### config.mk
export PLATFORM = sky130hd
export DESIGN_NAME = seven_segment_display_frame_builder_unit
export DESIGN_NICKNAME = d
export VERILOG_FILES = /design/src/sv/ssdfb_pkg.sv /design/src/sv/ssdfb_scale.sv /design/src/sv/ssdfb_mod10k.sv /design/src/sv/ssdfb_emit.sv /design/src/sv/seven_segment_display_frame_builder_unit.sv
export SDC_FILE = /design/constraint.sdc
export NUM_CORES = 1
export LEC_CHECK = 0
export BUFFER_PORTS_ARGS = -buffer_cell sky130_fd_sc_hd__buf_2
export CORE_UTILIZATION = 45
export CTS_CLUSTER_DIAMETER = 30
export DETAILED_ROUTE_END_ITERATION = 6
export PLACE_DENSITY_LB_ADDON = 0.25
export SYNTH_ARGS = -nofsm -noshare
export SYNTH_HDL_FRONTEND = slang
export SYNTH_SLANG_ARGS = --single-unit
### constraint.sdc
create_clock -name clk_i -period 12.4 [get_ports clk_i]
set_input_delay 2.48 -clock clk_i [delete_from_list [all_inputs] [get_ports clk_i]]
set_output_delay 2.48 -clock clk_i [all_outputs]
set_load 0.03 [all_outputs]
### src/sv/ssdfb_pkg.sv
`timescale 1ns / 1ps
// ----------------------------------------------------------------------------
// ssdfb_pkg
// Shared types, command codes and the segment table of the display frame
// builder.
// ----------------------------------------------------------------------------
package ssdfb_pkg;

  // command codes
  localparam logic [2:0] OP_SHOW_INT = 3'd0;
  localparam logic [2:0] OP_SHOW_DEC = 3'd1;
  localparam logic [2:0] OP_RAW      = 3'd2;
  localparam logic [2:0] OP_DISP_ON  = 3'd3;
  localparam logic [2:0] OP_DISP_OFF = 3'd4;
  localparam logic [2:0] OP_INIT     = 3'd5;

  // driver bytes
  localparam logic [5:0] ADDR_CMD_HI  = 6'b110000;  // 0xc0 + address
  localparam logic [7:0] DP_BIT       = 8'h80;
  localparam logic [7:0] CMD_DISP_ON  = 8'h8F;
  localparam logic [7:0] CMD_DISP_OFF = 8'h80;
  localparam logic [7:0] CMD_DATA_SET = 8'h44;

  localparam int NUM_W   = 23;  // truncated hundredths fit in 23 bits
  localparam int DIGIT_W = 14;  // value below 10000

  // reciprocal constants
  localparam logic [18:0] RECIP_625 = 19'd429496;  // floor(2^28 / 625)
  localparam logic [15:0] RECIP_10  = 16'd52429;   // ceil(2^19 / 10)
  localparam logic [9:0]  DIV_625   = 10'd625;

  typedef struct packed {
    logic [2:0]       op;
    logic [7:0]       addr;
    logic [7:0]       seg;
    logic [NUM_W-1:0] n;
  } scale_t;

  typedef struct packed {
    logic [2:0]         op;
    logic [7:0]         addr;
    logic [7:0]         seg;
    logic [DIGIT_W-1:0] m;
  } digit_t;

  function automatic logic [7:0] seg_lut(input logic [3:0] d);
    logic [7:0] s;
    case (d)
      4'h0: s = 8'h3f;
      4'h1: s = 8'h06;
      4'h2: s = 8'h5b;
      4'h3: s = 8'h4f;
      4'h4: s = 8'h66;
      4'h5: s = 8'h6d;
      4'h6: s = 8'h7d;
      4'h7: s = 8'h07;
      4'h8: s = 8'h7f;
      4'h9: s = 8'h6f;
      4'ha: s = 8'h77;
      4'hb: s = 8'h7c;
      4'hc: s = 8'h39;
      4'hd: s = 8'h5e;
      4'he: s = 8'h79;
      default: s = 8'h71;
    endcase
    return s;
  endfunction

endpackage

### src/sv/ssdfb_scale.sv
`timescale 1ns / 1ps
// ----------------------------------------------------------------------------
// ssdfb_scale
// Input register and number select: integer low half or hundredths of UQ16.8.
// ----------------------------------------------------------------------------
module ssdfb_scale (
  input  logic                clk_i,
  input  logic                rst_ni,
  input  logic                in_valid_i,
  output logic                in_ready_o,
  input  logic [2:0]          op_i,
  input  logic [23:0]         value_i,
  input  logic [7:0]          addr_i,
  input  logic [7:0]          seg_i,
  output logic                out_valid_o,
  input  logic                out_ready_i,
  output ssdfb_pkg::scale_t   out_o
);

  logic        v1_q, v1_d, v2_q, v2_d;
  logic        rdy1, rdy2;
  logic [2:0]  op1_q;
  logic [23:0] val1_q;
  logic [7:0]  addr1_q, seg1_q;
  logic [30:0] prod;
  logic [ssdfb_pkg::NUM_W-1:0] n;
  ssdfb_pkg::scale_t s2_q, s2_d;

  assign rdy2 = !v2_q || out_ready_i;
  assign rdy1 = !v1_q || rdy2;
  assign in_ready_o = rdy1;
  assign v1_d = rdy1 ? in_valid_i : v1_q;
  assign v2_d = rdy2 ? v1_q : v2_q;

  // value * 100 as shifts and adds, then drop the 8 fraction bits
  assign prod = ({7'd0, val1_q} << 6) + ({7'd0, val1_q} << 5) + ({7'd0, val1_q} << 2);

  always_comb begin
    if (op1_q == ssdfb_pkg::OP_SHOW_DEC) begin
      n = prod[30:8];
    end else begin
      n = {7'd0, val1_q[15:0]};
    end
    s2_d.op   = op1_q;
    s2_d.addr = addr1_q;
    s2_d.seg  = seg1_q;
    s2_d.n    = n;
  end

  always_ff @(posedge clk_i or negedge rst_ni) begin
    if (!rst_ni) begin
      v1_q <= 1'b0;
      v2_q <= 1'b0;
    end else begin
      v1_q <= v1_d;
      v2_q <= v2_d;
    end
  end

  always_ff @(posedge clk_i) begin
    if (rdy1) begin
      op1_q   <= op_i;
      val1_q  <= value_i;
      addr1_q <= addr_i;
      seg1_q  <= seg_i;
    end
    if (rdy2) begin
      s2_q <= s2_d;
    end
  end

  assign out_valid_o = v2_q;
  assign out_o       = s2_q;

endmodule

### src/sv/ssdfb_mod10k.sv
`timescale 1ns / 1ps
// ----------------------------------------------------------------------------
// ssdfb_mod10k
// Reduces the number modulo 10000: reciprocal multiply, then one correction.
// ----------------------------------------------------------------------------
module ssdfb_mod10k (
  input  logic              clk_i,
  input  logic              rst_ni,
  input  logic              in_valid_i,
  output logic              in_ready_o,
  input  ssdfb_pkg::scale_t in_i,
  output logic              out_valid_o,
  input  logic              out_ready_i,
  output ssdfb_pkg::digit_t out_o
);

  logic        v3_q, v3_d, v4_q, v4_d;
  logic        rdy3, rdy4;
  logic [2:0]  op3_q;
  logic [7:0]  addr3_q, seg3_q;
  logic [18:0] x3_q;
  logic [3:0]  lo3_q;
  logic [9:0]  qe3_q;
  logic [37:0] qprod;
  logic [19:0] qmul;
  logic [18:0] r_raw;
  logic [9:0]  r_fix;
  ssdfb_pkg::digit_t s4_q, s4_d;

  assign rdy4 = !v4_q || out_ready_i;
  assign rdy3 = !v3_q || rdy4;
  assign in_ready_o = rdy3;
  assign v3_d = rdy3 ? in_valid_i : v3_q;
  assign v4_d = rdy4 ? v3_q : v4_q;

  // n mod 10000 = 16 * ((n >> 4) mod 625) + n[3:0]; estimate is q or q-1
  assign qprod = {19'd0, in_i.n[22:4]} * {19'd0, ssdfb_pkg::RECIP_625};

  assign qmul  = {10'd0, qe3_q} * {10'd0, ssdfb_pkg::DIV_625};
  assign r_raw = x3_q - qmul[18:0];

  always_comb begin
    if (r_raw >= {9'd0, ssdfb_pkg::DIV_625}) begin
      r_fix = r_raw[9:0] - ssdfb_pkg::DIV_625;
    end else begin
      r_fix = r_raw[9:0];
    end
    s4_d.op   = op3_q;
    s4_d.addr = addr3_q;
    s4_d.seg  = seg3_q;
    s4_d.m    = {r_fix, lo3_q};
  end

  always_ff @(posedge clk_i or negedge rst_ni) begin
    if (!rst_ni) begin
      v3_q <= 1'b0;
      v4_q <= 1'b0;
    end else begin
      v3_q <= v3_d;
      v4_q <= v4_d;
    end
  end

  always_ff @(posedge clk_i) begin
    if (rdy3) begin
      op3_q   <= in_i.op;
      addr3_q <= in_i.addr;
      seg3_q  <= in_i.seg;
      x3_q    <= in_i.n[22:4];
      lo3_q   <= in_i.n[3:0];
      qe3_q   <= qprod[37:28];
    end
    if (rdy4) begin
      s4_q <= s4_d;
    end
  end

  assign out_valid_o = v4_q;
  assign out_o       = s4_q;

endmodule

### src/sv/ssdfb_emit.sv
`timescale 1ns / 1ps
// ----------------------------------------------------------------------------
// ssdfb_emit
// Byte sequencer: command into frame bytes, one per cycle unless stalled.
// ----------------------------------------------------------------------------
module ssdfb_emit (
  input  logic              clk_i,
  input  logic              rst_ni,
  input  logic              in_valid_i,
  output logic              in_ready_o,
  input  ssdfb_pkg::digit_t in_i,
  output logic              out_valid_o,
  input  logic              out_ready_i,
  output logic [7:0]        byte_o,
  output logic              begin_o,
  output logic              end_o,
  output logic              last_o
);

  logic       out_valid_q, out_valid_d;
  logic [7:0] byte_q, byte_d;
  logic       begin_q, begin_d, end_q, end_d, last_q, last_d;
  logic       num_q, num_d;     // numeric command in flight
  logic       dp_q, dp_d;
  logic [2:0] idx_q, idx_d, nidx;
  logic [ssdfb_pkg::DIGIT_W-1:0] m_q, m_d, dsrc;
  logic [7:0] seg_next_q, seg_next_d;
  logic       b2_q, b2_d;       // second byte opens its own frame
  logic       load, adv, taken, ddp;
  logic [1:0] daddr;
  logic [29:0] q10_prod;
  logic [10:0] q10;
  logic [13:0] q10x;
  logic [13:0] drem;
  logic [7:0]  segv;

  assign in_ready_o = !out_valid_q || (out_ready_i && last_q);
  assign load  = in_valid_i && in_ready_o;
  assign taken = out_valid_q && out_ready_i;
  assign adv   = taken && !last_q;
  assign nidx  = idx_q + 3'd1;

  // one digit per frame: m mod 10 and m / 10
  assign dsrc  = load ? in_i.m : m_q;
  assign daddr = load ? 2'd3 : (2'd3 - nidx[2:1]);
  assign ddp   = load ? (in_i.op == ssdfb_pkg::OP_SHOW_DEC) : dp_q;
  assign q10_prod = {16'd0, dsrc} * {14'd0, ssdfb_pkg::RECIP_10};
  assign q10   = q10_prod[29:19];
  assign q10x  = {q10[10:0], 3'd0} + {2'd0, q10[10:0], 1'b0};
  assign drem  = dsrc - q10x;
  assign segv  = ssdfb_pkg::seg_lut(drem[3:0]) |
                 ((ddp && daddr == 2'd1) ? ssdfb_pkg::DP_BIT : 8'h00);

  always_comb begin
    out_valid_d = out_valid_q;
    byte_d      = byte_q;
    begin_d     = begin_q;
    end_d       = end_q;
    last_d      = last_q;
    num_d       = num_q;
    dp_d        = dp_q;
    idx_d       = idx_q;
    m_d         = m_q;
    seg_next_d  = seg_next_q;
    b2_d        = b2_q;
    if (load) begin
      out_valid_d = 1'b1;
      idx_d       = 3'd0;
      num_d       = 1'b0;
      dp_d        = ddp;
      begin_d     = 1'b1;
      end_d       = 1'b1;
      last_d      = 1'b1;
      case (in_i.op)
        ssdfb_pkg::OP_SHOW_INT, ssdfb_pkg::OP_SHOW_DEC: begin
          num_d      = 1'b1;
          byte_d     = {ssdfb_pkg::ADDR_CMD_HI, daddr};
          end_d      = 1'b0;
          last_d     = 1'b0;
          seg_next_d = segv;
          m_d        = {3'd0, q10};
        end
        ssdfb_pkg::OP_RAW: begin
          if (in_i.addr[7:2] == 6'd0) begin
            byte_d     = {ssdfb_pkg::ADDR_CMD_HI, in_i.addr[1:0]};
            end_d      = 1'b0;
            last_d     = 1'b0;
            seg_next_d = in_i.seg;
            b2_d       = 1'b0;
          end else begin
            out_valid_d = 1'b0;
          end
        end
        ssdfb_pkg::OP_DISP_ON: begin
          byte_d = ssdfb_pkg::CMD_DISP_ON;
        end
        ssdfb_pkg::OP_DISP_OFF: begin
          byte_d = ssdfb_pkg::CMD_DISP_OFF;
        end
        ssdfb_pkg::OP_INIT: begin
          byte_d     = ssdfb_pkg::CMD_DATA_SET;
          last_d     = 1'b0;
          seg_next_d = ssdfb_pkg::CMD_DISP_ON;
          b2_d       = 1'b1;
        end
        default: begin
          out_valid_d = 1'b0;
        end
      endcase
    end else if (adv) begin
      idx_d = nidx;
      if (num_q && !nidx[0]) begin
        byte_d     = {ssdfb_pkg::ADDR_CMD_HI, daddr};
        begin_d    = 1'b1;
        end_d      = 1'b0;
        last_d     = 1'b0;
        seg_next_d = segv;
        m_d        = {3'd0, q10};
      end else begin
        byte_d  = seg_next_q;
        begin_d = num_q ? 1'b0 : b2_q;
        end_d   = 1'b1;
        last_d  = num_q ? (nidx == 3'd7) : 1'b1;
      end
    end else if (taken) begin
      out_valid_d = 1'b0;
    end
  end

  always_ff @(posedge clk_i or negedge rst_ni) begin
    if (!rst_ni) begin
      out_valid_q <= 1'b0;
    end else begin
      out_valid_q <= out_valid_d;
    end
  end

  always_ff @(posedge clk_i) begin
    byte_q     <= byte_d;
    begin_q    <= begin_d;
    end_q      <= end_d;
    last_q     <= last_d;
    num_q      <= num_d;
    dp_q       <= dp_d;
    idx_q      <= idx_d;
    m_q        <= m_d;
    seg_next_q <= seg_next_d;
    b2_q       <= b2_d;
  end

  assign out_valid_o = out_valid_q;
  assign byte_o      = byte_q;
  assign begin_o     = begin_q;
  assign end_o       = end_q;
  assign last_o      = last_q;

`ifndef SYNTH
  a_mid_byte_ends: assert property (@(posedge clk_i) disable iff (!rst_ni)
    out_valid_q && !begin_q |-> end_q)
    else $error("byte without frame start does not close its frame");

  a_last_ends: assert property (@(posedge clk_i) disable iff (!rst_ni)
    out_valid_q && last_q |-> end_q)
    else $error("final byte of a command leaves a frame open");

  a_num_pairs: assert property (@(posedge clk_i) disable iff (!rst_ni)
    out_valid_q && num_q |-> (begin_q != end_q))
    else $error("digit frame byte marks wrong");

  a_num_addr: assert property (@(posedge clk_i) disable iff (!rst_ni)
    out_valid_q && num_q && !idx_q[0] |-> byte_q[7:2] == ssdfb_pkg::ADDR_CMD_HI)
    else $error("digit frame does not open with an address byte");

  a_num_last: assert property (@(posedge clk_i) disable iff (!rst_ni)
    out_valid_q && num_q && last_q |-> idx_q == 3'd7)
    else $error("numeric command ends before its eighth byte");
`endif

endmodule

### src/sv/seven_segment_display_frame_builder_unit.sv
`timescale 1ns / 1ps
// ----------------------------------------------------------------------------
// seven_segment_display_frame_builder_unit
// Turns display commands into the byte stream of a four-digit LED driver.
// ----------------------------------------------------------------------------
// Each command word gives the frame bytes it causes on the master side, one
// byte per cycle while m_axis_tready holds, tagged with frame start and stop
// marks and tlast on the final byte of the command. Numeric commands give
// eight bytes, address 3 (least significant digit) first; raw write gives
// two, display on/off one, init two; a raw write above address 3 and the
// unused codes give nothing. A word runs through four registered stages
// (input, scale, divide estimate, modulo correction) before the byte
// sequencer, whose output register then presents the first byte. The
// sequencer sets the rate: it takes a new command when idle or as the last
// byte of the current one is taken; commands that give nothing pass at one
// per cycle. The stages in front keep taking words, until full, while it is busy.
// ----------------------------------------------------------------------------
module seven_segment_display_frame_builder_unit (
  input  logic        clk_i,
  input  logic        rst_ni,
  input  logic        s_axis_tvalid,
  output logic        s_axis_tready,
  input  logic [39:0] s_axis_tdata,  // value[23:0], digit_addr[31:24], segments[39:32]
  input  logic [2:0]  s_axis_tuser,  // opcode[2:0]
  output logic        m_axis_tvalid,
  input  logic        m_axis_tready,
  output logic [7:0]  m_axis_tdata,  // tx_byte[7:0]
  output logic [1:0]  m_axis_tuser,  // frame_begin[0], frame_end[1]
  output logic        m_axis_tlast   // last byte of the command
);

  // stage handshakes between the parts
  logic              sc_valid, sc_ready;
  logic              md_valid, md_ready;
  ssdfb_pkg::scale_t sc_word;
  ssdfb_pkg::digit_t md_word;

  // input register and hundredths scaling
  ssdfb_scale u_scale (
    .clk_i       (clk_i),
    .rst_ni      (rst_ni),
    .in_valid_i  (s_axis_tvalid),
    .in_ready_o  (s_axis_tready),
    .op_i        (s_axis_tuser),
    .value_i     (s_axis_tdata[23:0]),
    .addr_i      (s_axis_tdata[31:24]),
    .seg_i       (s_axis_tdata[39:32]),
    .out_valid_o (sc_valid),
    .out_ready_i (sc_ready),
    .out_o       (sc_word)
  );

  // modulo 10000 reduction
  ssdfb_mod10k u_mod10k (
    .clk_i       (clk_i),
    .rst_ni      (rst_ni),
    .in_valid_i  (sc_valid),
    .in_ready_o  (sc_ready),
    .in_i        (sc_word),
    .out_valid_o (md_valid),
    .out_ready_i (md_ready),
    .out_o       (md_word)
  );

  // frame byte sequencer with the output register
  ssdfb_emit u_emit (
    .clk_i       (clk_i),
    .rst_ni      (rst_ni),
    .in_valid_i  (md_valid),
    .in_ready_o  (md_ready),
    .in_i        (md_word),
    .out_valid_o (m_axis_tvalid),
    .out_ready_i (m_axis_tready),
    .byte_o      (m_axis_tdata),
    .begin_o     (m_axis_tuser[0]),
    .end_o       (m_axis_tuser[1]),
    .last_o      (m_axis_tlast)
  );

endmodule
* After elaboration in Yosys (flattened, before gate mapping)
Memories as Yosys holds them, arrays and structs flattened. Cells that the tools add are included.
Word-level totals: register bits 214, latch bits 0, memory bits (writable) 0, memory bits (read-only) 112, output and inout bits 13, word-level logic and storage cells 134, memories kept 1
Memory list:
- (name not given) | words 16, width 7, read ports 1, clocked after memory_dff 0, write ports 0, line ssdfb_pkg.sv:48 | case (d)
Operators by class: add/subtract/negate cells 8, multipliers 3, divide/modulo/power cells 0, magnitude comparators 1, eq/ne operators 14, shift operators 0, multiplexer cells 40, bitwise gates (word level) 1, reduce and logical (&&, ||, !) cells 32
Operators with widths (number):
- two-way mux 8 bit | 9
- two-way mux 14 bit | 5
- case mux 8 bit (5 select lines) | 1
- multiplier 19 x 16 -> 35 bit (second input constant) | 1
- adder 30 x 29 -> 31 bit | 1
- adder 31 x 26 -> 31 bit | 1
- multiplier 14 x 16 -> 30 bit (second input constant) | 1
- case mux 8 bit (3 select lines) | 1
- greater-or-equal comparator 19 x 10 -> 1 bit (second input constant) | 1
- multiplier 10 x 10 -> 19 bit (second input constant) | 1
- subtractor 19 bit | 1
- two-way mux 1 bit | 17
- two-way mux 16 bit | 1
- two-way mux 10 bit | 1
- subtractor 10 bit (second input constant) | 1
- == test 3 bit (second input constant) | 3
- AND reduction 3 bit | 3
- OR 8 bit | 1
- case mux 1 bit (2 select lines) | 4
- nonzero test 2 bit | 4
- zero test 1 bit | 7
- == test 3 x 1 -> 1 bit (second input constant) | 2
- == test 3 x 2 -> 1 bit (second input constant) | 2
- logical AND 1 bit | 6
- 19 further kinds | 24

* Longest topological paths before layout
Gate-level depths: netlist of the first run. An unclocked memory read counts as a cell.
depth in word-level cells 12, mapped depth 34, gate-level depth less buffers 32

* By module
From an unflattened synthesis of the first run, not the netlist that was laid out.
Unflattened totals: cell total of the unflattened synthesis 1890, area total of the unflattened synthesis 20896.3 sq um
Modules (own cells, without submodules):
- ssdfb_mod10k | times used 1, cells each 966, area each 10732.8 sq um
- ssdfb_emit | times used 1, cells each 570, area each 5524.0 sq um
- ssdfb_scale | times used 1, cells each 354, area each 4639.4 sq um

* Worst setup path after synthesis of the first run
No wires, ideal clock.
path type input to register, from in m_axis_tready, to reg u_emit.seg_next_q[1], data pin, arrival 9.459 ns, required time 12.116 ns, setup slack 2.657 ns, cell stages on the path 29, cells stage by stage a21bo_2 nand2_1 clkbuf_1 mux2i_1 xor2_1 fa_1 fa_1 inv_1 fa_1 inv_1 fa_1 fa_1 ha_1 and3_1 nand4_1 o41ai_1 a21oi_2 nor2b_1 nor2_1 xnor2_1 ha_1 a21boi_0 mux2i_1 xnor2_1 xnor2_1 clkbuf_1 nand2_1 o21ai_0 a31oi_1
On the way: word-level cells in the longest chain between the ends 12
Ends and longest elaborated chain:
- start: declaration | line seven_segment_display_frame_builder_unit.sv:26 | input logic m_axis_tready,
- logical AND 1 bit (*) | line ssdfb_emit.sv:37 | assign in_ready_o = !out_valid_q || (out_ready_i && last_q);
- logical OR 1 bit (*) | line ssdfb_emit.sv:37
- logical AND 1 bit (*) | line ssdfb_emit.sv:38 | assign load = in_valid_i && in_ready_o;
- two-way mux 14 bit | line ssdfb_emit.sv:44 | assign dsrc = load ? in_i.m : m_q;
- multiplier 14 x 16 -> 30 bit | line ssdfb_emit.sv:47 | assign q10_prod = {16'd0, dsrc} * {14'd0, ssdfb_pkg::RECIP_10};
- adder 4 bit | line ssdfb_emit.sv:49 | assign q10x = {q10[10:0], 3'd0} + {2'd0, q10[10:0], 1'b0};
- subtractor 4 bit | line ssdfb_emit.sv:50 | assign drem = dsrc - q10x;
- memory read (16 x 7 bit)
- OR 8 bit | line ssdfb_emit.sv:51 | assign segv = ssdfb_pkg::seg_lut(drem[3:0]) |
- two-way mux 8 bit | line ssdfb_emit.sv:112 | if (num_q && !nidx[0]) begin
- two-way mux 8 bit | line ssdfb_emit.sv:110 | end else if (adv) begin
- two-way mux 8 bit (*) | line ssdfb_emit.sv:66 | if (load) begin
- via u_emit.seg_next_d[1] | line ssdfb_emit.sv:27 | logic [7:0] seg_next_q, seg_next_d;
- end signal: assignment | line ssdfb_emit.sv:147 | seg_next_q <= seg_next_d;
- end: declaration | line ssdfb_emit.sv:27
Mark *: on every way through the listed nets, which the timed path passes. The rest lies on a longest branch. The select of a mux whose other input is x is not followed. A chain may end at the register's enable or synchronous reset.

* Final worst setup path of the first run
from in m_axis_tready, to reg u_emit.seg_next_q[3], data pin
Same word-level chain as after synthesis.

==> results of run 1 <==
[worst register-to-register path, delay by kind of cell, from the launching register on]
family                     cells  cell delay [ns]
and+or+nand+nor                3             0.81
DFF                            1             0.45
adders and majority gates      8             3.20
xor gates and xnor gates       3             1.29
buffers and inverters          4             0.66
AOI/OAI and AO/OA              7             1.37
muxes                          3             1.10
[cell families after synthesis]
kind of cell	Yosys count
adders and majority gates	548
AOI/OAI and AO/OA	211
muxes	18
and+or+nand+nor	248
buffers and inverters	406
xor gates and xnor gates	78
DFF	211
[per-layer routing]
metal  wire (um)  vias up  global-route usage
met3        1290       73              0.0264
met2       19700      189               0.327
met1       18300     6049               0.249
met5           0        -                   0
met4        1210        0              0.0715
li1            -     5949                   -
[area by class of cell]
| class | instances | area share |
|---|---|---|
| inverter | 390 | 0.0651 |
| tap | 585 | 0.0325 |
| clock inverter | 40 | 0.0209 |
| sequential | 211 | 0.279 |
| timing repair buffer | 67 | 0.0158 |
| multi-input combinational | 1103 | 0.533 |
| clock buffer | 50 | 0.0537 |
[path summary, 6_finish.rpt]
kind | end | startpoint
worst max-delay path | u_emit.seg_next_q[3] | m_axis_tready
worst min-delay path | u_mod10k.addr3_q[1] | u_scale.out_o[32]
worst max register to register | u_emit.seg_next_q[3] | u_emit.last_o
worst min register to register | u_mod10k.addr3_q[1] | u_scale.out_o[32]
max in group asynchronous | u_scale.out_valid_o | rst_ni
min in group asynchronous | u_scale.v1_q | rst_ni
[flip-flops by register name (all words and copies together), names as in the netlist, 3 cells and up]
register / flops
u_mod10k.out_o: 33
u_scale.seg1_q: 8
u_scale.addr1_q: 8
u_mod10k.op3_q: 3
u_scale.val1_q: 24
u_mod10k.qe3_q: 10
u_scale.op1_q: 3
u_scale.out_o: 42
u_mod10k.addr3_q: 8
u_mod10k.seg3_q: 8
u_emit.m_q: 11
u_emit.seg_next_q: 8
u_mod10k.lo3_q: 4
u_emit.byte_o: 8
u_emit.idx_q: 3
u_mod10k.x3_q: 19
[layout by cell type (no fill, tap or decap), types with 12 or more instances in the layout]
cell and count:
xnor2_1 47, xor2_1 31, nor2_1 58, ha_1 322
and3_1 14, o21ai_0 50, mux2i_1 15, clkbuf_16 48
edfxtp_1 202, nand3_1 18, a21o_1 27, inv_1 389
nand2_1 79, nor3_1 23, a21oi_1 54, buf_2 59
fa_1 226, nand2b_1 12
[metrics by stage]
step,instance area [um2],util,cells,hold slack [ns]
2_1_floorplan,19800,-,1720,0.400
3_3_place_gp,20800,0.481,2356,0.401
3_5_place_dp,20800,0.481,2356,0.405
4_1_cts,22500,0.520,2446,0.409
5_1_grt,22500,0.520,2446,0.413
6_report,22500,0.520,2446,0.410
==> results.txt, run 1 <==
----------------------------------------------------
[Clock tree]
  Clock Tree Root ... clkbuf_16
  TritonCTS Sinks ... 211
  Total of cells resized after clock tree synthesis ... 0
  H-tree lvl count ... 2
  Clock tree from TritonCTS ... built
  Number of buffers added by the clock tree synthesis step ... 48
  Bufs on Longest Clock Path ... 3
  Setup bufs post-CTS ... 0
  Hold buffers post-CTS ... 0
  Clock insertion delay at the later pin of the skew report ... 0.58 ns
  Clock-pin slew of the registers on the worst-case setup and hold paths ... about 0.040 ns

[Final layout]
  Area of combinational cells with multiple inputs ... 0.0120 mm2
  Filler cell count in the final layout ... 3760
  Seq. cell area ... 0.00627 mm2
  Fraction of layout instances using a drive strength above 1 ... 0.0887
  # diodes ... 0
  Total number of nets in the final design ... ~2.4k
  Synth-to-Final Area Change ... 13.7%

[Synth]
  Async S/R FF share, synth ... 0.0237
  Multiplexer share of the synthesized area ... 0.00986
  Synth Area in XOR/XNOR ... 0.0345
  Distinct cell type count of the synthesized netlist ... 66
  Simple-gate share of the synthesized area ... 0.0604
  Post-synthesis compound-gate area fraction ... 0.0689
  Largest family of logic cells by synthesized area ... adder cells
  Fraction of the mapped netlist area in adder cells ... 0.432
  Largest cells by area after synthesis ... edfxtp_1 (31%), fa_1 (23%), ha_1 (20%)
  Synthesized area divided by synthesized cell count ... 11.5 um2
  Yosys Warn Count ... 0
  Cell accounting for the most synthesized area ... edfxtp_1
  Area share of the largest cell type after synthesis ... 0.306
  Syn nets ... 2315
  Synth Cell Area ... 0.0198 mm2
  EDFF count, synth ... 202
  Most used standard cells in the synthesized netlist ... inv_1 (389), ha_1 (322), fa_1 (226)
  #FFs+latches synth ... about 210
  Cell count after synthesis ... 1720
  Main flop type after synthesis ... edfxtp_1
  Portion of the post-synthesis area used by sequential elements ... 0.317
  Most frequent cell after synthesis ... inv_1

[Die]
  IO Count ... 60
  Starting density of the core ... 0.457
  Core area ... 0.0433 mm2
  Die outline height ... between 200 and 250 um
  Die Span X ... between 200 and 250 um
  Number of rows created at floorplan ... 76
  Overall die area ... 0.0448 mm2

[STA]
  Final worst-path cycle share ... 0.857
  RSZ-0062 raised after global routing ... no
  Total setup violations reported at the end of the flow ... 0
  Transition time at the pin with the least slew margin ... 1.24 ns
  Headroom to the max-slew limit ... 0.163
  Final WS setup ... 1.77 ns
  Time the final worst path needs with I/O delays and setup ... roughly 11 ns
  Final Max Slew Viols ... 0
  Final hold viol count ... 0
  Fin Clk Skew ... 0.0439 ns
  Setup TNS Final ... 0 ns
  Upper clock frequency limit ... between 0.09 and 0.1 GHz

[Setup path]
  Maximum fanout along the worst path ... 18
  CP required ... 12.79 ns
  Kind of cell adding the most delay to the critical path ... adder cells
  Number of buffers and inverters on the critical path ... 5
  Type of origin of the critical path ... input port
  Highest cell delay on the worst timing path ... 0.95 ns
  Critical Path Sink Type ... flip-flop
  CP Class ... input port to flip-flop
  Setup slack, reg-to-reg ... 3.33 ns
  Master of the slowest instance on the critical path ... xnor2_1
  Crit path DAT ... 11.01 ns
  Stages on worst setup path ... 29
  Number of cells on the worst reg-to-reg path ... 28

[Global route]
  Number of global-route vias before repair ... 13.4k
  Global-route congestion overflow total ... 0
  Global-route usage over all layers ... 0.192
  Maximum number of pins on one net before global-route repair ... 54
  Antenna violations before repair ... 0
  Wire length of the first global-routing pass ... ~67000 um

[Place]
  Routability congestion estimate ... approximately 0.91
  Dpl hpwl ... 33800 um
  Setup slack after placement ... 1.28 ns
  Number of buffers added on ports ... 59

[Routing]
  WL final ... between 40000 and 50000 um
  Detailed-router iteration count before antenna repair ... 5
  Drt wl/cell ... 16.6 um
  1st-iter DRT viols ... 555
  Detail-routed via count per cell ... 5.01
  DRC viols ... 0
  Via total after detailed routing ... 12.3k
  Count of nets left with antenna violations after detail routing ... 0

[Job]
  Number of violations of the max-capacitance limit ... 0

[Hold path]
  Cell count of the worst hold path ... 0
  Type of the tightest min-delay check ... flip-flop to flip-flop

[Run status]
  Status ... completed

----------------------------------------------------
Power of run 1 is left out: the tool's default activity adds up to more than one toggle a clock period on the data nets, which glitch-free logic cannot reach.
==> inputs of run 2 (changes only) <==
--- a/config.mk
+++ b/config.mk
@@ -5,10 +5,11 @@
 export SDC_FILE = /design/constraint.sdc
 export NUM_CORES = 1
 export LEC_CHECK = 0
-export BUFFER_PORTS_ARGS = -buffer_cell sky130_fd_sc_hd__buf_2
+export ABC_AREA = 1
 export CORE_UTILIZATION = 45
 export CTS_CLUSTER_DIAMETER = 30
 export DETAILED_ROUTE_END_ITERATION = 6
+export DONT_BUFFER_PORTS = 1
 export PLACE_DENSITY_LB_ADDON = 0.25
 export SYNTH_ARGS = -nofsm -noshare
 export SYNTH_HDL_FRONTEND = slang
==> results.txt, run 2 <==
----------------------------------------------------
[Place]
  Post-DP Area ... 0.0219 mm2
  Dpl hpwl ... 38200 um
  Routability congestion estimate ... around 0.94
  Number of buffers added on ports ... 0

[Setup path]
  Reg-to-reg endpoint ... u_emit.seg_next_q[0]
  Number of cells on the worst reg-to-reg path ... 34
  Maximum fanout along the worst path ... 24
  Cell repeated most along the worst path ... inv_1
  CP required ... 12.70 ns
  Critical Path Sink Type ... flip-flop
  Startpoint of the most critical setup path ... m_axis_tready
  Setup slack, reg-to-reg ... 4.51 ns
  Number of buffers and inverters on the critical path ... 8
  Worst flop-to-flop path startpoint ... u_emit.last_o
  CP Class ... input port to flip-flop
  Crit path DAT ... 9.51 ns
  Kind of cell adding the most delay to the critical path ... adder cells
  Type of origin of the critical path ... input port
  Highest cell delay on the worst timing path ... between 0.5 and 0.6 ns
  Master of the slowest instance on the critical path ... o21ai_0

[Synth]
  Largest cells by area after synthesis ... edfxtp_1 (29%), fa_1 (21%), ha_1 (19%)
  Simple-gate share of the synthesized area ... 0.114
  Cell count after synthesis ... 2140
  Portion of the post-synthesis area used by sequential elements ... 0.297
  Most frequent cell after synthesis ... inv_1
  Yosys Warn Count ... 0
  Area share of the largest cell type after synthesis ... 0.287
  EDFF count, synth ... 202
  Post-synthesis compound-gate area fraction ... 0.0651
  Async S/R FF share, synth ... 0.0237
  Fraction of the mapped netlist area in adder cells ... 0.405
  Most used standard cells in the synthesized netlist ... inv_1 (490), ha_1 (322), nand2_1 (312)
  Synth Cell Area ... around 0.021 mm2
  #FFs+latches synth ... 211
  Cell accounting for the most synthesized area ... edfxtp_1
  Largest family of logic cells by synthesized area ... adder cells
  Synth Area in XOR/XNOR ... 0.0289
  Distinct cell type count of the synthesized netlist ... 48
  Syn nets ... 2735
  Synthesized area divided by synthesized cell count ... 9.87 um2
  Main flop type after synthesis ... edfxtp_1
  Multiplexer share of the synthesized area ... 0

[Final layout]
  Number of flip-flops under the largest register name ... 42
  Commonest cells after routing, fill and taps aside ... inv_1 (489), ha_1 (322), nand2_1 (311)
  Total number of nets in the final design ... 2775
  Post-Layout Inst Area ... ~0.023 mm2
  Leading cell type in the layout, fill and taps excluded ... inv_1
  Synth-to-Final Area Change ... 10.4%
  Fraction of layout instances using a drive strength above 1 ... 0.0515
  Utilization after layout ... 0.508
  # diodes ... 0
  Filler cell count in the final layout ... 4172

[Clock tree]
  Clock Tree Root ... clkbuf_16
  H-tree lvl count ... 2
  Clock insertion delay at the later pin of the skew report ... 0.54 ns
  Bufs on Longest Clock Path ... 3
  Total of cells resized after clock tree synthesis ... 0
  Setup bufs post-CTS ... 0
  TritonCTS Sinks ... roughly 210
  Clock-pin slew of the registers on the worst-case setup and hold paths ... 0.05 ns
  Clock tree from TritonCTS ... built
  Hold buffers post-CTS ... 0
  Number of buffers added by the clock tree synthesis step ... 42

[Hold path]
  Destination of the worst hold path ... u_mod10k.out_o[16]
  Cell count of the worst hold path ... 0
  Type of the tightest min-delay check ... flip-flop to flip-flop
  Launch point of the worst hold path ... u_mod10k.seg3_q[2]

[Job]
  Number of violations of the max-capacitance limit ... 0

[STA]
  Total setup violations reported at the end of the flow ... 0
  Final worst-path cycle share ... 0.743
  Fin Clk Skew ... roughly 0.015 ns
  Upper clock frequency limit ... 0.108 GHz
  Setup TNS Final ... 0 ns
  Final hold viol count ... 0
  RSZ-0062 raised after global routing ... no
  Headroom to the max-slew limit ... 0.204
  Time the final worst path needs with I/O delays and setup ... 9.22 ns
  Transition time at the pin with the least slew margin ... 1.18 ns
  Final Max Slew Viols ... 0

[Global route]
  Global-route usage over all layers ... 0.198
  Global-route congestion overflow total ... 0
  Wire length of the first global-routing pass ... 74500 um
  Number of global-route vias before repair ... between 15k and 20k
  Maximum number of pins on one net before global-route repair ... 54
  Antenna violations before repair ... 0

[Routing]
  Total length of routed met2 wires ... 22300 um
  Count of nets left with antenna violations after detail routing ... 0
  Met3 wirelength from detailed routing ... 1840 um
  DRC viols ... 0
  WL final ... 45100 um
  Highest metal layer with signal wires ... met4
  Detailed-router iteration count before antenna repair ... 5
  1st-iter DRT viols ... around 800
  Via total after detailed routing ... 14.2k
  Drt wl/cell ... 16.0 um
  Detail-routed via count per cell ... 5.06
  Met1 wire length ... about 20000 um

[Die]
  Core area ... 0.0459 mm2
  Die Span X ... roughly 220 um
  Number of rows created at floorplan ... 78
  IO Count ... 60
  Die outline height ... roughly 220 um
  Starting density of the core ... 0.460
  Overall die area ... 0.0478 mm2

[Run status]
  Status ... completed

----------------------------------------------------
[run 2: changes by cell type after synthesis, moves of 15 or more]
cell,delta
a21o_1,-22
inv_1,+101
nand2_1,+233
mux2i_1,-15
nor2_1,+54
o21ai_0,+30
a21oi_1,+56
xnor2_1,-27
nand3_1,+48
[run 2: stage by stage]
step,setup WS (ns),hold WS [ns],cells
detailed placement,2.68,0.405,2736
global placement,2.91,0.402,2736
finish,3.18,0.408,2814
global route,2.51,0.418,2814
CTS,3.24,0.411,2814
floorplan,3.45,0.400,2140
[run 2: worst reg2reg max path, delay by kind of cell (launching register included)]
| family | cells | cell delay [ns] |
|---|---|---|
| adders and majority gates | 7 | 3.22 |
| and+or+nand+nor | 17 | 2.48 |
| buffers and inverters | 8 | 0.75 |
| AOI/OAI and AO/OA | 1 | 0.57 |
| DFF | 1 | 0.55 |
| xor gates and xnor gates | 1 | 0.10 |
[run 2: cells by family after synthesis]
kind of cell	count (synthesis)
xor gates and xnor gates	67
AOI/OAI and AO/OA	248
buffers and inverters	503
DFF	211
adders and majority gates	548
and+or+nand+nor	563
[run 2: worst max path at each step]
stage | to | slack [ns] | cells past startpoint
floorplan | u_emit.seg_next_q[0] | 3.45 | 35
global placement | u_emit.seg_next_q[0] | 2.91 | 35
detailed placement | u_emit.seg_next_q[0] | 2.68 | 34
CTS | u_emit.seg_next_q[0] | 3.24 | 34
global route | u_emit.seg_next_q[3] | 2.51 | 35
finish | u_emit.seg_next_q[0] | 3.18 | 34
[run 2: final cells by class]
cell class	instances	area [um2]	share of cell area
timing repair buffer	7	52.6	0.00226
clock inverter	35	384	0.0165
multi-input combinational	1426	12900	0.555
sequential	211	6270	0.269
inverter	492	1850	0.0793
clock buffer	43	1050	0.0453
tap	600	751	0.0322
[run 2: routing by layer]
layer	global-route usage	vias to the layer above
li1	-	7008
met1	0.256	6830
met2	0.341	330
met3	0.0278	78
met4	0.0643	0
met5	0	-
Power of run 2 is left out for the same reason.
==> inputs of run 3 (changes only) <==
--- a/config.mk
+++ b/config.mk
@@ -5,7 +5,7 @@
 export SDC_FILE = /design/constraint.sdc
 export NUM_CORES = 1
 export LEC_CHECK = 0
-export ABC_AREA = 1
+export ABC_AREA = 0
 export CORE_UTILIZATION = 45
 export CTS_CLUSTER_DIAMETER = 30
 export DETAILED_ROUTE_END_ITERATION = 6
==> constraint.sdc (replaced) <==
create_clock -name clk_i -period 8.55 [get_ports clk_i]
set_input_delay 1.71 -clock clk_i [delete_from_list [all_inputs] [get_ports clk_i]]
set_output_delay 1.71 -clock clk_i [all_outputs]
set_load 0.03 [all_outputs]
==> results.txt, run 3 (synthesized netlist as in run 1, its figures left out) <==
----------------------------------------------------
[Global route]
  Antenna violations before repair ... 0
  Global-route usage over all layers ... 0.189
  Number of global-route vias before repair ... 12.7k
  Wire length of the first global-routing pass ... 65700 um
  Maximum number of pins on one net before global-route repair ... 51
  Global-route congestion overflow total ... 0

[Routing]
  Detail-routed via count per cell ... 5.00
  WL final ... approximately 40000 um
  Detailed-router iteration count before antenna repair ... 5
  Count of nets left with antenna violations after detail routing ... 0
  1st-iter DRT viols ... about 600
  Via total after detailed routing ... 12.0k
  DRC viols ... 0
  Drt wl/cell ... 16.7 um

[Die]
  Core area ... 0.0433 mm2
  Starting density of the core ... 0.457
  Overall die area ... 0.0448 mm2
  IO Count ... 60
  Die Span X ... 212 um
  Number of rows created at floorplan ... 76
  Die outline height ... 212 um

[Setup path]
  Type of origin of the critical path ... input port
  Master of the slowest instance on the critical path ... fa_1
  Maximum fanout along the worst path ... 9
  Cell repeated most along the worst path ... ha_1
  Crit path DAT ... 8.40 ns
  CP required ... 8.85 ns
  Critical Path Sink Type ... flip-flop
  Highest cell delay on the worst timing path ... 0.51 ns
  CP Class ... input port to flip-flop

[Clock tree]
  Bufs on Longest Clock Path ... 3
  H-tree lvl count ... 2
  Clock insertion delay at the later pin of the skew report ... between 0.5 and 0.6 ns
  Clock tree from TritonCTS ... built
  Clock-pin slew of the registers on the worst-case setup and hold paths ... 0.06 ns
  Number of buffers added by the clock tree synthesis step ... between 40 and 50
  Clock Tree Root ... clkbuf_16
  TritonCTS Sinks ... 211
  Setup bufs post-CTS ... 0

[STA]
  Fin Clk Skew ... 0.0331 ns
  Transition time at the pin with the least slew margin ... 1.33 ns
  RSZ-0062 raised after global routing ... no
  Final worst-path cycle share ... 0.948
  Hold slack final ... 0.414 ns
  Final hold viol count ... 0
  Final Max Slew Viols ... 0
  Time the final worst path needs with I/O delays and setup ... a little over 8 ns
  Headroom to the max-slew limit ... 0.103
  Total setup violations reported at the end of the flow ... 0
  Upper clock frequency limit ... 0.123 GHz

[Final layout]
  Leading cell type in the layout, fill and taps excluded ... inv_1
  Fraction of layout instances using a drive strength above 1 ... 0.0694
  Finished Layout Cells ... 2401
  Commonest cells after routing, fill and taps aside ... inv_1 (389), ha_1 (322), fa_1 (226)
  Number of flip-flops under the largest register name ... 42
  Synth-to-Final Area Change ... 12.3%
  Total number of nets in the final design ... about 2.4k

[Job]
  Number of violations of the max-capacitance limit ... 0

[Hold path]
  Type of the tightest min-delay check ... flip-flop to flip-flop

[Place]
  Cells after DPL ... 2320
  Number of buffers added on ports ... 0
  Routability congestion estimate ... just over 0.9
  Dpl hpwl ... 33500 um

[Run status]
  Status ... completed

----------------------------------------------------
## run 3: critical path, delay by kind of cell
| family | cells | cell delay [ns] |
|---|---|---|
| xor+xnor | 4 | 0.89 |
| buf+inv | 5 | 0.73 |
| simple gates | 6 | 1.06 |
| mux | 2 | 0.36 |
| compound gates | 6 | 1.17 |
| fa+ha+maj | 7 | 2.49 |
## run 3: worst paths after layout
kind                                    from  depth (start not counted)              endpoint  slack [ns]
max                            m_axis_tready                         30  u_emit.seg_next_q[6]        0.45
min                        u_scale.out_o[23]                          0    u_mod10k.seg3_q[0]        0.41
max reg2reg                    u_emit.last_o                         30  u_emit.seg_next_q[6]        0.93
min reg2reg                u_scale.out_o[23]                          0    u_mod10k.seg3_q[0]        0.41
max in group asynchronous             rst_ni                          0  u_mod10k.out_valid_o        7.63
min in group asynchronous             rst_ni                          0          u_scale.v1_q        0.84
## run 3: stage by stage
step / worst slack [ns] / instance area [um2] / utilization / setup TNS [ns]
2_1_floorplan: 0.000445 / 19800 / - / 0
3_3_place_gp: 0.0502 / 20700 / 0.479 / 0
3_5_place_dp: -0.181 / 20700 / 0.479 / -0.966
4_1_cts: 0.387 / 22200 / 0.513 / 0
5_1_grt: 0.0902 / 22200 / 0.514 / 0
6_report: 0.447 / 22200 / 0.514 / 0
## run 3: cell type report
cell class                 instances  area (um2)
fill                            3768       21000
tap                              585         732
antenna                            1        2.50
inverter                         390        1460
multi-input combinational       1103       12000
clock buffer                      49        1110
clock inverter                    31         375
timing repair buffer              31         233
sequential                       211        6270
## run 3: layer usage
| metal | part of all wire | GRT usage | routed length, um | vias to the layer above |
|---|---|---|---|---|
| met2 | 0.48 | 0.316 | 19200 | 211 |
| met1 | 0.45 | 0.251 | 18200 | 5867 |
| met3 | 0.046 | 0.0374 | 1850 | 59 |
| met4 | 0.022 | 0.0500 | 864 | 0 |
| li1 | - | - | - | 5858 |
| met5 | 0 | 0 | 0 | - |
## run 3: repair_timing
item | 4_1_cts | 5_1_grt
hold buffers | 0 | 0
gates resized for setup | 0 | 3
endpoints found under the setup margin | 0 | 5
Power of run 3 is left out for the same reason.
